## src/rtl/sus_pkg.sv

```systemverilog
// Package with the constants, codes and controller interface types of the sorted address set.
`timescale 1ns / 1ps
package sus_pkg;

  localparam int CAPACITY = 64;
  localparam int IDX_W    = $clog2(CAPACITY);
  localparam int CNT_W    = $clog2(CAPACITY + 1);
  localparam int ADDR_W   = 32;
  localparam int IN_IDX_W = 6;
  localparam int OUT_CNT_W = 7;
  localparam int CMP_W    = (CNT_W > IN_IDX_W) ? CNT_W : IN_IDX_W;

  localparam logic [1:0] REQ_INSERT = 2'd0;
  localparam logic [1:0] REQ_READ   = 2'd1;
  localparam logic [1:0] REQ_CLEAR  = 2'd2;

  localparam logic [2:0] ST_INSERTED  = 3'd0;
  localparam logic [2:0] ST_DUPLICATE = 3'd1;
  localparam logic [2:0] ST_FULL      = 3'd2;
  localparam logic [2:0] ST_READ_OK   = 3'd3;
  localparam logic [2:0] ST_RANGE     = 3'd4;
  localparam logic [2:0] ST_CLEARED   = 3'd5;

  localparam logic [2:0] RA_INDEX  = 3'd0;
  localparam logic [2:0] RA_ZERO   = 3'd1;
  localparam logic [2:0] RA_PTR_P1 = 3'd2;
  localparam logic [2:0] RA_CNT_M1 = 3'd3;
  localparam logic [2:0] RA_PTR_M2 = 3'd4;

  typedef struct packed {
    logic       load;
    logic       ptr_inc;
    logic       ptr_from_count;
    logic       ptr_dec;
    logic       pos_from_ptr;
    logic       pos_from_ptr_p1;
    logic       re;
    logic [2:0] ra_src;
    logic       we_shift;
    logic       we_place;
    logic       cnt_inc;
    logic       cnt_clr;
    logic       set_status;
    logic [2:0] status;
    logic       out_load;
  } cmd_t;

  typedef struct packed {
    logic             is_lt;
    logic             is_eq;
    logic             scan_last;
    logic             shift_last;
    logic             empty;
    logic             full;
    logic             idx_in_range;
    logic [CNT_W-1:0] count;
  } sts_t;

endpackage

```

## src/rtl/sus_ram.sv

```systemverilog
// Generic single write port, single read port RAM with registered read data.
`timescale 1ns / 1ps
module sus_ram #(
  parameter int Width = 32,
  parameter int Depth = 64
) (
  input  logic                     clk,
  input  logic                     we,
  input  logic [$clog2(Depth)-1:0] waddr,
  input  logic [Width-1:0]         wdata,
  input  logic                     re,
  input  logic [$clog2(Depth)-1:0] raddr,
  output logic [Width-1:0]         rdata
);

  logic [Width-1:0] mem [Depth];

  always_ff @(posedge clk) begin
    if (we) begin
      mem[waddr] <= wdata;
    end
    if (re) begin
      rdata <= mem[raddr];
    end
  end

endmodule

```

## src/rtl/sus_dp.sv

```systemverilog
// Datapath of the sorted address set: entry memory, pointers, count and result registers.
`timescale 1ns / 1ps
module sus_dp (
  input  logic                          clk,
  input  logic                          rst_n,
  input  sus_pkg::cmd_t                 cmd,
  output sus_pkg::sts_t                 sts,
  input  logic [sus_pkg::ADDR_W-1:0]    in_addr,
  input  logic [sus_pkg::IN_IDX_W-1:0]  in_index,
  output logic [2:0]                    out_status,
  output logic [sus_pkg::ADDR_W-1:0]    out_read_addr,
  output logic [sus_pkg::OUT_CNT_W-1:0] out_count
);
  import sus_pkg::*;

  logic [CNT_W-1:0]    count_r, count_nxt;
  logic [CNT_W-1:0]    ptr_r, ptr_nxt;
  logic [CNT_W-1:0]    pos_r, pos_nxt;
  logic [ADDR_W-1:0]   addr_r;
  logic [IN_IDX_W-1:0] idx_r;
  logic [2:0]          res_status_r;
  logic [2:0]          out_status_r;
  logic [ADDR_W-1:0]   out_read_addr_r;
  logic [OUT_CNT_W-1:0] out_count_r;

  logic [IDX_W-1:0]    raddr;
  logic [IDX_W-1:0]    waddr;
  logic [ADDR_W-1:0]   wdata;
  logic [ADDR_W-1:0]   rdata;
  logic [CNT_W-1:0]    ptr_p1;
  logic [CNT_W-1:0]    ptr_m1;
  logic [CNT_W-1:0]    ptr_m2;
  logic [CNT_W-1:0]    cnt_m1;

  assign ptr_p1 = ptr_r + CNT_W'(1);
  assign ptr_m1 = ptr_r - CNT_W'(1);
  assign ptr_m2 = ptr_r - CNT_W'(2);
  assign cnt_m1 = count_r - CNT_W'(1);

  always_comb begin
    unique case (cmd.ra_src)
      RA_INDEX:  raddr = IDX_W'(in_index);
      RA_ZERO:   raddr = '0;
      RA_PTR_P1: raddr = IDX_W'(ptr_p1);
      RA_CNT_M1: raddr = IDX_W'(cnt_m1);
      RA_PTR_M2: raddr = IDX_W'(ptr_m2);
      default:   raddr = '0;
    endcase
  end

  assign waddr = cmd.we_place ? IDX_W'(pos_r) : IDX_W'(ptr_r);
  assign wdata = cmd.we_place ? addr_r : rdata;

  sus_ram #(
    .Width(ADDR_W),
    .Depth(CAPACITY)
  ) u_ram (
    .clk  (clk),
    .we   (cmd.we_shift | cmd.we_place),
    .waddr(waddr),
    .wdata(wdata),
    .re   (cmd.re),
    .raddr(raddr),
    .rdata(rdata)
  );

  always_comb begin
    ptr_nxt = ptr_r;
    if (cmd.load) begin
      ptr_nxt = '0;
    end else if (cmd.ptr_inc) begin
      ptr_nxt = ptr_p1;
    end else if (cmd.ptr_from_count) begin
      ptr_nxt = count_r;
    end else if (cmd.ptr_dec) begin
      ptr_nxt = ptr_m1;
    end
    pos_nxt = pos_r;
    if (cmd.load) begin
      pos_nxt = '0;
    end else if (cmd.pos_from_ptr) begin
      pos_nxt = ptr_r;
    end else if (cmd.pos_from_ptr_p1) begin
      pos_nxt = ptr_p1;
    end
    count_nxt = count_r;
    if (cmd.cnt_clr) begin
      count_nxt = '0;
    end else if (cmd.cnt_inc) begin
      count_nxt = count_r + CNT_W'(1);
    end
  end

  always_ff @(posedge clk) begin
    if (!rst_n) begin
      count_r <= '0;
    end else begin
      count_r <= count_nxt;
    end
  end

  always_ff @(posedge clk) begin
    ptr_r <= ptr_nxt;
    pos_r <= pos_nxt;
    if (cmd.load) begin
      addr_r <= in_addr;
      idx_r  <= in_index;
    end
    if (cmd.set_status) begin
      res_status_r <= cmd.status;
    end
    if (cmd.out_load) begin
      out_status_r    <= res_status_r;
      out_read_addr_r <= (res_status_r == ST_READ_OK) ? rdata : '0;
      out_count_r     <= OUT_CNT_W'(count_r);
    end
  end

  assign sts.is_lt        = rdata < addr_r;
  assign sts.is_eq        = rdata == addr_r;
  assign sts.scan_last    = ptr_p1 == count_r;
  assign sts.shift_last   = ptr_m1 == pos_r;
  assign sts.empty        = count_r == '0;
  assign sts.full         = count_r == CNT_W'(CAPACITY);
  assign sts.idx_in_range = CMP_W'(idx_r) < CMP_W'(count_r);
  assign sts.count        = count_r;

  assign out_status    = out_status_r;
  assign out_read_addr = out_read_addr_r;
  assign out_count     = out_count_r;

endmodule

```

## src/rtl/sus_ctrl.sv

```systemverilog
// Controller state machine of the sorted address set with the result valid flag.
`timescale 1ns / 1ps
module sus_ctrl (
  input  logic          clk,
  input  logic          rst_n,
  input  logic          in_valid,
  output logic          in_ready,
  input  logic [1:0]    in_req_type,
  output logic          out_valid,
  input  logic          out_ready,
  input  sus_pkg::sts_t sts,
  output sus_pkg::cmd_t cmd
);
  import sus_pkg::*;

  localparam logic [2:0] S_IDLE  = 3'd0;
  localparam logic [2:0] S_SCAN  = 3'd1;
  localparam logic [2:0] S_SHIFT = 3'd2;
  localparam logic [2:0] S_PLACE = 3'd3;
  localparam logic [2:0] S_READ  = 3'd4;
  localparam logic [2:0] S_DONE  = 3'd5;

  logic [2:0] state_r, state_nxt;
  logic       out_valid_r, out_valid_nxt;

  assign in_ready  = state_r == S_IDLE;
  assign out_valid = out_valid_r;

  always_comb begin
    state_nxt = state_r;
    cmd       = '0;
    cmd.ra_src = RA_ZERO;
    unique case (state_r)
      S_IDLE: begin
        if (in_valid) begin
          cmd.load = 1'b1;
          unique case (in_req_type)
            REQ_INSERT: begin
              if (sts.empty) begin
                state_nxt = S_PLACE;
              end else begin
                cmd.re     = 1'b1;
                cmd.ra_src = RA_ZERO;
                state_nxt  = S_SCAN;
              end
            end
            REQ_READ: begin
              cmd.re     = 1'b1;
              cmd.ra_src = RA_INDEX;
              state_nxt  = S_READ;
            end
            REQ_CLEAR: begin
              cmd.cnt_clr    = 1'b1;
              cmd.set_status = 1'b1;
              cmd.status     = ST_CLEARED;
              state_nxt      = S_DONE;
            end
            default: begin
              cmd.set_status = 1'b1;
              cmd.status     = ST_RANGE;
              state_nxt      = S_DONE;
            end
          endcase
        end
      end
      S_READ: begin
        cmd.set_status = 1'b1;
        cmd.status     = sts.idx_in_range ? ST_READ_OK : ST_RANGE;
        state_nxt      = S_DONE;
      end
      S_SCAN: begin
        priority if (sts.is_eq) begin
          cmd.set_status = 1'b1;
          cmd.status     = ST_DUPLICATE;
          state_nxt      = S_DONE;
        end else if (sts.is_lt && !sts.scan_last) begin
          cmd.ptr_inc = 1'b1;
          cmd.re      = 1'b1;
          cmd.ra_src  = RA_PTR_P1;
        end else if (sts.full) begin
          cmd.set_status = 1'b1;
          cmd.status     = ST_FULL;
          state_nxt      = S_DONE;
        end else if (sts.is_lt) begin
          cmd.pos_from_ptr_p1 = 1'b1;
          state_nxt           = S_PLACE;
        end else begin
          cmd.pos_from_ptr   = 1'b1;
          cmd.ptr_from_count = 1'b1;
          cmd.re             = 1'b1;
          cmd.ra_src         = RA_CNT_M1;
          state_nxt          = S_SHIFT;
        end
      end
      S_SHIFT: begin
        cmd.we_shift = 1'b1;
        cmd.ptr_dec  = 1'b1;
        if (sts.shift_last) begin
          state_nxt = S_PLACE;
        end else begin
          cmd.re     = 1'b1;
          cmd.ra_src = RA_PTR_M2;
        end
      end
      S_PLACE: begin
        cmd.we_place   = 1'b1;
        cmd.cnt_inc    = 1'b1;
        cmd.set_status = 1'b1;
        cmd.status     = ST_INSERTED;
        state_nxt      = S_DONE;
      end
      S_DONE: begin
        if (!out_valid_r || out_ready) begin
          cmd.out_load = 1'b1;
          state_nxt    = S_IDLE;
        end
      end
      default: begin
        state_nxt = S_IDLE;
      end
    endcase
  end

  always_comb begin
    out_valid_nxt = out_valid_r;
    if (cmd.out_load) begin
      out_valid_nxt = 1'b1;
    end else if (out_ready) begin
      out_valid_nxt = 1'b0;
    end
  end

  always_ff @(posedge clk) begin
    if (!rst_n) begin
      state_r     <= S_IDLE;
      out_valid_r <= 1'b0;
    end else begin
      state_r     <= state_nxt;
      out_valid_r <= out_valid_nxt;
    end
  end

endmodule

```

## src/rtl/sorted_unique_set_insert.sv

```systemverilog
// Top level of the sorted set of unique addresses with insert, read and clear requests.
// A clear or an unused code goes straight to the result; a read passes through the read state.
// A duplicate or full insert ends at the scan; other inserts scan and shift as needed, then place.
// An insert scans one entry per cycle and shifts one entry per cycle through the single RAM.
// A new request is taken only in the idle state, after the previous result has entered the output register.
// Reset empties the set by zeroing the count; the entry memory itself is not cleared.
`timescale 1ns / 1ps
module sorted_unique_set_insert (
  input  logic                          clk,
  input  logic                          rst_n,
  input  logic                          in_valid,
  output logic                          in_ready,
  input  logic [1:0]                    in_req_type,
  input  logic [sus_pkg::ADDR_W-1:0]    in_addr,
  input  logic [sus_pkg::IN_IDX_W-1:0]  in_index,
  output logic                          out_valid,
  input  logic                          out_ready,
  output logic [2:0]                    out_status,
  output logic [sus_pkg::ADDR_W-1:0]    out_read_addr,
  output logic [sus_pkg::OUT_CNT_W-1:0] out_count
);
  import sus_pkg::*;

  cmd_t cmd;
  sts_t sts;

  sus_ctrl u_ctrl (
    .clk        (clk),
    .rst_n      (rst_n),
    .in_valid   (in_valid),
    .in_ready   (in_ready),
    .in_req_type(in_req_type),
    .out_valid  (out_valid),
    .out_ready  (out_ready),
    .sts        (sts),
    .cmd        (cmd)
  );

  sus_dp u_dp (
    .clk          (clk),
    .rst_n        (rst_n),
    .cmd          (cmd),
    .sts          (sts),
    .in_addr      (in_addr),
    .in_index     (in_index),
    .out_status   (out_status),
    .out_read_addr(out_read_addr),
    .out_count    (out_count)
  );

`ifndef ASSERT_OFF
  a_count_bound: assert property (@(posedge clk) disable iff (!rst_n)
    sts.count <= CNT_W'(CAPACITY))
    else $error("Entry count exceeds capacity.");

  a_no_write_idle: assert property (@(posedge clk) disable iff (!rst_n)
    (cmd.we_shift || cmd.we_place) |-> !in_ready)
    else $error("Memory written while the block is idle.");

  a_clear_empty: assert property (@(posedge clk) disable iff (!rst_n)
    (out_valid && out_status == ST_CLEARED) |-> out_count == '0)
    else $error("Clear result reports a nonzero count.");

  a_full_count: assert property (@(posedge clk) disable iff (!rst_n)
    (out_valid && out_status == ST_FULL) |-> out_count == OUT_CNT_W'(CAPACITY))
    else $error("Full result reports a count below capacity.");
`endif

endmodule

```

## config.mk

```make
export PLATFORM = sky130hd
export DESIGN_NAME = sorted_unique_set_insert
export DESIGN_NICKNAME = d
export VERILOG_FILES = /design/src/rtl/sus_pkg.sv /design/src/rtl/sus_ram.sv /design/src/rtl/sus_dp.sv /design/src/rtl/sus_ctrl.sv /design/src/rtl/sorted_unique_set_insert.sv
export SDC_FILE = /design/constraint.sdc
export NUM_CORES = 2
export LEC_CHECK = 0
export ABC_CLOCK_PERIOD_IN_PS = 6300
export CELL_PAD_IN_SITES_DETAIL_PLACEMENT = 1
export CELL_PAD_IN_SITES_GLOBAL_PLACEMENT = 1
export CORE_ASPECT_RATIO = 1.2
export CORE_MARGIN = 3
export CORE_UTILIZATION = 45
export CTS_BUF_LIST = sky130_fd_sc_hd__clkbuf_16
export DETAILED_ROUTE_END_ITERATION = 7
export DONT_BUFFER_PORTS = 1
export PLACE_DENSITY = 0.69
export SYNTH_ARGS = -nofsm -noshare
export SYNTH_HDL_FRONTEND = slang
export SYNTH_SLANG_ARGS = --single-unit
```

## constraint.sdc

```tcl
create_clock -name clk -period 6.3 [get_ports clk]
set_input_delay 0.63 -clock clk [delete_from_list [all_inputs] [get_ports clk]]
set_output_delay 0.63 -clock clk [all_outputs]
set_load 0.1 [all_outputs]
```

### After elaboration in Yosys (flattened, before gate mapping)

Memories as Yosys holds them, arrays and structs flattened. A register that Yosys moved wholly into a read port is not among the register bits.
Cells that the tools add are included.

| word-level totals | value |
|---|---|
| memories | 1 |
| bits in registers | 108 |
| word-level logic and storage cells | 110 |
| memory bits (writable) | 2048 |
| output and inout bits | 44 |
| bits of input ports | 44 |

| operators by class | value |
|---|---|
| add/subtract/negate cells | 5 |
| bitwise operators | 2 |
| muxes and demuxes | 55 |
| eq/ne operators | 19 |
| magnitude comparators | 2 |
| reduce and logical (&&, ||, !) cells | 15 |

Memories:

| name | depth | bits a word | read ports | clocked after memory_dff | wr ports | RTL line | source |
|---|---|---|---|---|---|---|---|
| u_dp.u_ram.mem | 64 | 32 | 1 | 1 | 1 | sus_ram.sv:16 | `logic [Width-1:0] mem [Depth];` |

Operators with widths:

| cell | number |
|---|---|
| $mux W7 | 5 |
| $eq A32 B32 Y1 | 1 |
| $lt A32 B32 Y1 | 1 |
| $mux W32 | 1 |
| $mux W4 | 8 |
| $pmux W6 S4 | 1 |
| $mux W3 | 7 |
| $mux W6 | 3 |
| $mux W1 | 17 |
| $pmux W4 S2 | 2 |
| $pmux W4 S4 | 1 |
| $eq A3 B2 Y1 const B | 5 |
| $pmux W3 S5 | 1 |
| $add A7 B1 Y7 const B | 2 |
| $eq A7 B7 Y1 | 2 |
| $mux W2 | 6 |
| $pmux W4 S3 | 1 |
| $eq A3 B3 Y1 const B | 3 |
| $eq A7 B7 Y1 const B | 1 |
| $logic_not A7 Y1 | 1 |
| $lt A6 B7 Y1 | 1 |
| $sub A7 B1 Y7 const B | 1 |
| $logic_not A3 Y1 | 2 |
| $pmux W3 S2 | 1 |
| 19 further kinds | 24 |

### Longest topological paths before layout

| depth | value |
|---|---|
| depth after elaboration | 9 |
| gate-level depth with buffers | 19 |

### Hierarchy

From an unflattened synthesis, not the netlist that was laid out.

| second synthesis, totals | value |
|---|---|
| cells, all modules | 3945 |
| area total of the unflattened synthesis | 85268.0 um^2 |

Modules (own cells, without submodules):

| module | area an instance (um^2) | times used | cells each |
|---|---|---|---|
| sus_ram | 78835.6 | 1 | 3324 |
| sus_dp | 5860.6 | 1 | 538 |
| sus_ctrl | 571.8 | 1 | 83 |

### Worst setup path after synthesis

No wires, ideal clock.

| timing path | value |
|---|---|
| path type | reg-to-reg |
| from | reg u_ctrl.state_r[2] |
| to | reg u_dp.u_ram.rdata[29] (read register of u_dp.u_ram.mem) (data pin) |
| arrival time | 5056 ps |
| buffers on the path | 6 |
| stages on the path, launching flop included | 17 |
| slack | 985 ps |
| data required time | 6041 ps |
| path through | dfxtp_1 -> nor3_1 -> and2_1 -> clkbuf_1 -> and3_1 -> clkbuf_2 -> a22o_1 -> nor3_4 -> buf_6 -> buf_6 -> buf_6 -> nor2_4 -> clkbuf_1 -> nand3_1 -> nand4_1 -> nand3_1 -> a211o_1 |

| between the ends | value |
|---|---|
| word-level cells in the longest chain between the ends | 4 |

Ends and longest elaborated chain:

| item | RTL line | source |
|---|---|---|
| start, declared | sus_ctrl.sv:23 | `logic [2:0] state_r, state_nxt;` |
| start signal, assigned | sus_ctrl.sv:138 | `state_r <= state_nxt;` |
| $logic_not A3 Y1 * | -- |  |
| named net in_ready | sorted_unique_set_insert.sv:12 | `output logic in_ready,` |
| $pmux W4 S3 * | sus_ctrl.sv:33 | `unique case (state_r)` |
| $eq A3 B3 Y1, or another cell as far along | sus_dp.sv:41 | `unique case (cmd.ra_src)` |
| $pmux W6 S4 | sus_dp.sv:41 |  |
| end, declared | sus_ram.sv:13 | `output logic [Width-1:0] rdata` |

The timed path passes the listed nets; every way through them passes the cells marked *.
A chain may end at the register's enable or synchronous reset.

### Worst setup path in the final report

| timing path | value |
|---|---|
| from | reg u_dp.ptr_r[0] |
| to | reg u_dp.u_ram.rdata[8] (read register of u_dp.u_ram.mem) (data pin) |

| between the ends | value |
|---|---|
| word-level cells in the longest chain between the ends | 9 |

Ends and longest elaborated chain:

| item | RTL line | source |
|---|---|---|
| start, declared | sus_dp.sv:17 | `logic [CNT_W-1:0] ptr_r, ptr_nxt;` |
| start signal, assigned | sus_dp.sv:103 | `ptr_r <= ptr_nxt;` |
| $add A7 B1 Y7 | sus_dp.sv:35 | `assign ptr_p1 = ptr_r + CNT_W'(1);` |
| $eq A7 B7 Y1 | sus_dp.sv:121 | `assign sts.scan_last = ptr_p1 == count_r;` |
| $logic_not A1 Y1 | sus_ctrl.sv:76 | `end else if (sts.is_lt && !sts.scan_last) begin` |
| $logic_and A1 B1 Y1 | sus_ctrl.sv:76 |  |
| $mux W4 | sus_ctrl.sv:76 |  |
| $mux W6 | sus_ctrl.sv:72 | `priority if (sts.is_eq) begin` |
| $pmux W4 S3 | sus_ctrl.sv:33 |  |
| $eq A3 B3 Y1, or another cell as far along | sus_dp.sv:41 |  |
| $pmux W6 S4 | sus_dp.sv:41 |  |

Parallel ways exist; a longest one is shown, timed or not.

==> reports/metrics.cfg <==
[worst_setup_path]
cp-end-kind = register
crit_type = register to register
path_max_fanout = 50
cp-start-kind = register
cp.arrival_ns = 6.55
crit_required_ns = 6.80

[timing]
fin_ws_ns = 0.258
fmax_mhz = 166
period_needed_ns = 6.04
finalClockSkew_ns = 0.0365
finalSetupTns_ns = 0
relSlewSlack = 0.0483
rsz0062_at_grt = no
finalHoldViolCount = 0
hold_slack_ns = 0.0875
tightest_slew_ns = 1.42
setup_viol = 0
drv_slew = 0
fin_crit_sh = 0.959

[clocking]
path_clk_slew_ns = 0.07
cts_tree = built
cts-root-buf = clkbuf_16
h-tree-depth = 4
clockBufferDepth = 3
numCtsBuffers = 201
cts.sinks = 2188
clk_latency_ns = 0.87

[finish]
mostFrequentLayoutCells = edfxtp_1, nand2_1, nand3_1
area_growth_pct = 14.5
nFillCells = 17700
final_common_cell = edfxtp_1
layout-drive-gt1-share = 0.171
final_nets = 5713

[global_routing]
overflow = 0
antenna_found_initial = 18
grt_pass1_wl_mm = 407
grt_start_max_net_pins = 72
first_global_vias = 53800
grt.total_usage = 0.291

[routing]
initialDrtViolationCount = 6796
post_drt_via_cell_ratio = 6.34
drc_errors = 0
dr_wl_met3_mm = 25.7
post_drt_wl_per_cell_um = 34.9
wl_met1_mm = 106
drtPass1Iterations = 5
ant_nets = 0
wirelength_mm = 289
wl_met2_mm = 138
top_layer = met5
dr_total_vias = 52500

[yosys]
yosysUniqueCellTypes = 79
synth_compound_area_frac = 0.0490
netlist_instances = 5335
ys_seq_area_frac = 0.755
ys_ff_latch = 2188
synthMuxAreaShare = 0.0835
synthXorXnorAreaFrac = 0.00426
synth_top_family_by_area = multiplexers
synthAdderAreaFrac = 0.00635
synth-main-ff-cell = edfxtp_1
yosysWarnings = 0
async_flop_share = 0
synth_edf_count = 2163
synth.top_cell.area_share = 0.749
synth.cell_area_mm2 = 0.0867
yosys.area_share.simple = 0.0827
syn_nets = 5423
yosysTopAreaCell = edfxtp_1
yosys-top-cells-area = edfxtp_1, mux4_2, nand2_1, mux2i_1, nand3_1
syn_area_per_cell_um2 = 16.3

[place]
gp_congestion = 0.909
pre_cts_ws_ns = 0.206
io_buffers = 0
place_hpwl_mm = 178

[status]
status = finished clean

[power_and_ir_drop]
p_leak_uw = 0.0336
ir_worst_vdd_mv = 0.442
power_density_mw_per_mm2 = 564

[floorplan]
std_cell_rows = 175
ios = 88
die_area_mm2 = 0.198
fp.dieW_um = 407
initial_utilization = 0.455
core_mm2 = 0.190
die_h_um = 487

[run]
cap_violations = 0

[worst_hold_path]
hold_class = primary input to register

==> power breakdown <==
| group | leakage, uW | total [uW] | internal, uW | switching [uW] |
|---|---|---|---|---|
| clock | 0.00327 | 11900 | 6500 | 5420 |
| combinational | 0.0106 | 24500 | 7510 | 17000 |
| sequential | 0.0197 | 19600 | 19100 | 508 |
==> state kept, by name (all words and copies together) (netlist names), 6 cells and up <==
signal / count
u_dp.u_ram.mem: 2048
u_dp.addr_r: 32
u_dp.out_read_addr: 32
u_dp.u_ram.rdata: 32
u_dp.count_r: 7
u_dp.out_count: 7
u_dp.pos_r: 7
u_dp.ptr_r: 7
u_dp.idx_r: 6
==> repair_timing <==
item                                   in CTS  in global routing
endpoints found under the hold margin      43                  0
hold buffers                               41                  0
gates resized for setup                     0                  3
buffers inserted                            0                  3
setup endpoints to repair                   0                  3
==> worst max-delay path: stages, from the launching register on <==
cell,delay [ns]
dfxtp_1,0.47
inv_1,0.28
ha_1,0.36
or3b_2,0.50
nor3_2,0.23
xnor2_1,0.16
a41oi_1,0.12
buf_4,0.22
a22o_1,0.30
nor3_4,0.24
buf_12,0.26
buf_12,0.25
buf_12,0.30
buf_12,0.30
o2111ai_1,0.24
and4_1,0.29
a31o_2,0.28
o2bb2ai_1,0.40
o211ai_1,0.38
==> kinds of logic (layout without fill, tap and decap cells) <==
family,count (synthesis),in the layout
muxes,468,468
other,0,12
AOI/OAI and AO/OA,609,609
DFF,2188,2188
xor gates and xnor gates,39,39
adders and majority gates,44,44
and+or+nand+nor,1625,1625
buffers and inverters,362,814
==> path summary, 6_finish.rpt <==
check                                          start                   to  slack, ns  depth (start not counted)
worst max-delay path                   u_dp.ptr_r[0]  u_dp.u_ram.rdata[8]       0.26                         18
worst min register to register  u_dp.res_status_r[0]   u_dp.out_status[0]       0.52                          0
worst max register to register         u_dp.ptr_r[0]  u_dp.u_ram.rdata[8]       0.26                         18
worst min-delay path                           rst_n      u_dp.count_r[0]       0.09                          2
==> synth_stat cells, types with 24 or more instances <==
library cell	n
nor3_1	38
and2_1	35
nand2_1	891
nor2_1	129
o2111ai_1	38
buf_4	31
mux4_2	204
o21ai_0	63
edfxtp_1	2163
a22oi_1	104
ha_1	44
xnor2_1	26
clkbuf_1	138
a32oi_1	37
o22ai_1	24
a21oi_1	119
inv_1	51
nand3_1	381
dfxtp_1	25
mux2i_1	257
buf_1	25
a31oi_1	71
nand4_1	64
buf_2	100
==> layer usage <==
layer  global-route usage  vias up
li1                     -    21400
met1                0.367    27500
met2                0.468     2866
met4                0.167        8
met5                    0        -
met3               0.0605      665
==> final cells by class <==
class,instances,area [um2],area share
Antenna cell,12,30.0,0.000302
Timing Repair Buffer,396,3590,0.0362
Multi-Input combinational cell,2785,20600,0.207
Sequential cell,2188,65500,0.659
Clock inverter,162,1270,0.0127
Clock buffer,203,5080,0.0511
Tap cell,2478,3100,0.0312
Inverter,53,199,0.00200
==> stage by stage <==
stage / power, uW / utilization / area (um2) / instances
3_3_place_gp: 43300 / 0.486 / 92500 / 7855
4_1_cts: 55800 / 0.521 / 99200 / 8261
6_report: 56000 / 0.521 / 99300 / 8277
5_1_grt: 57700 / 0.521 / 99300 / 8271
3_5_place_dp: 43800 / 0.486 / 92500 / 7855
2_1_floorplan: 32300 / - / 86700 / 5335
Note: power is estimated with default switching activity, not from simulation.
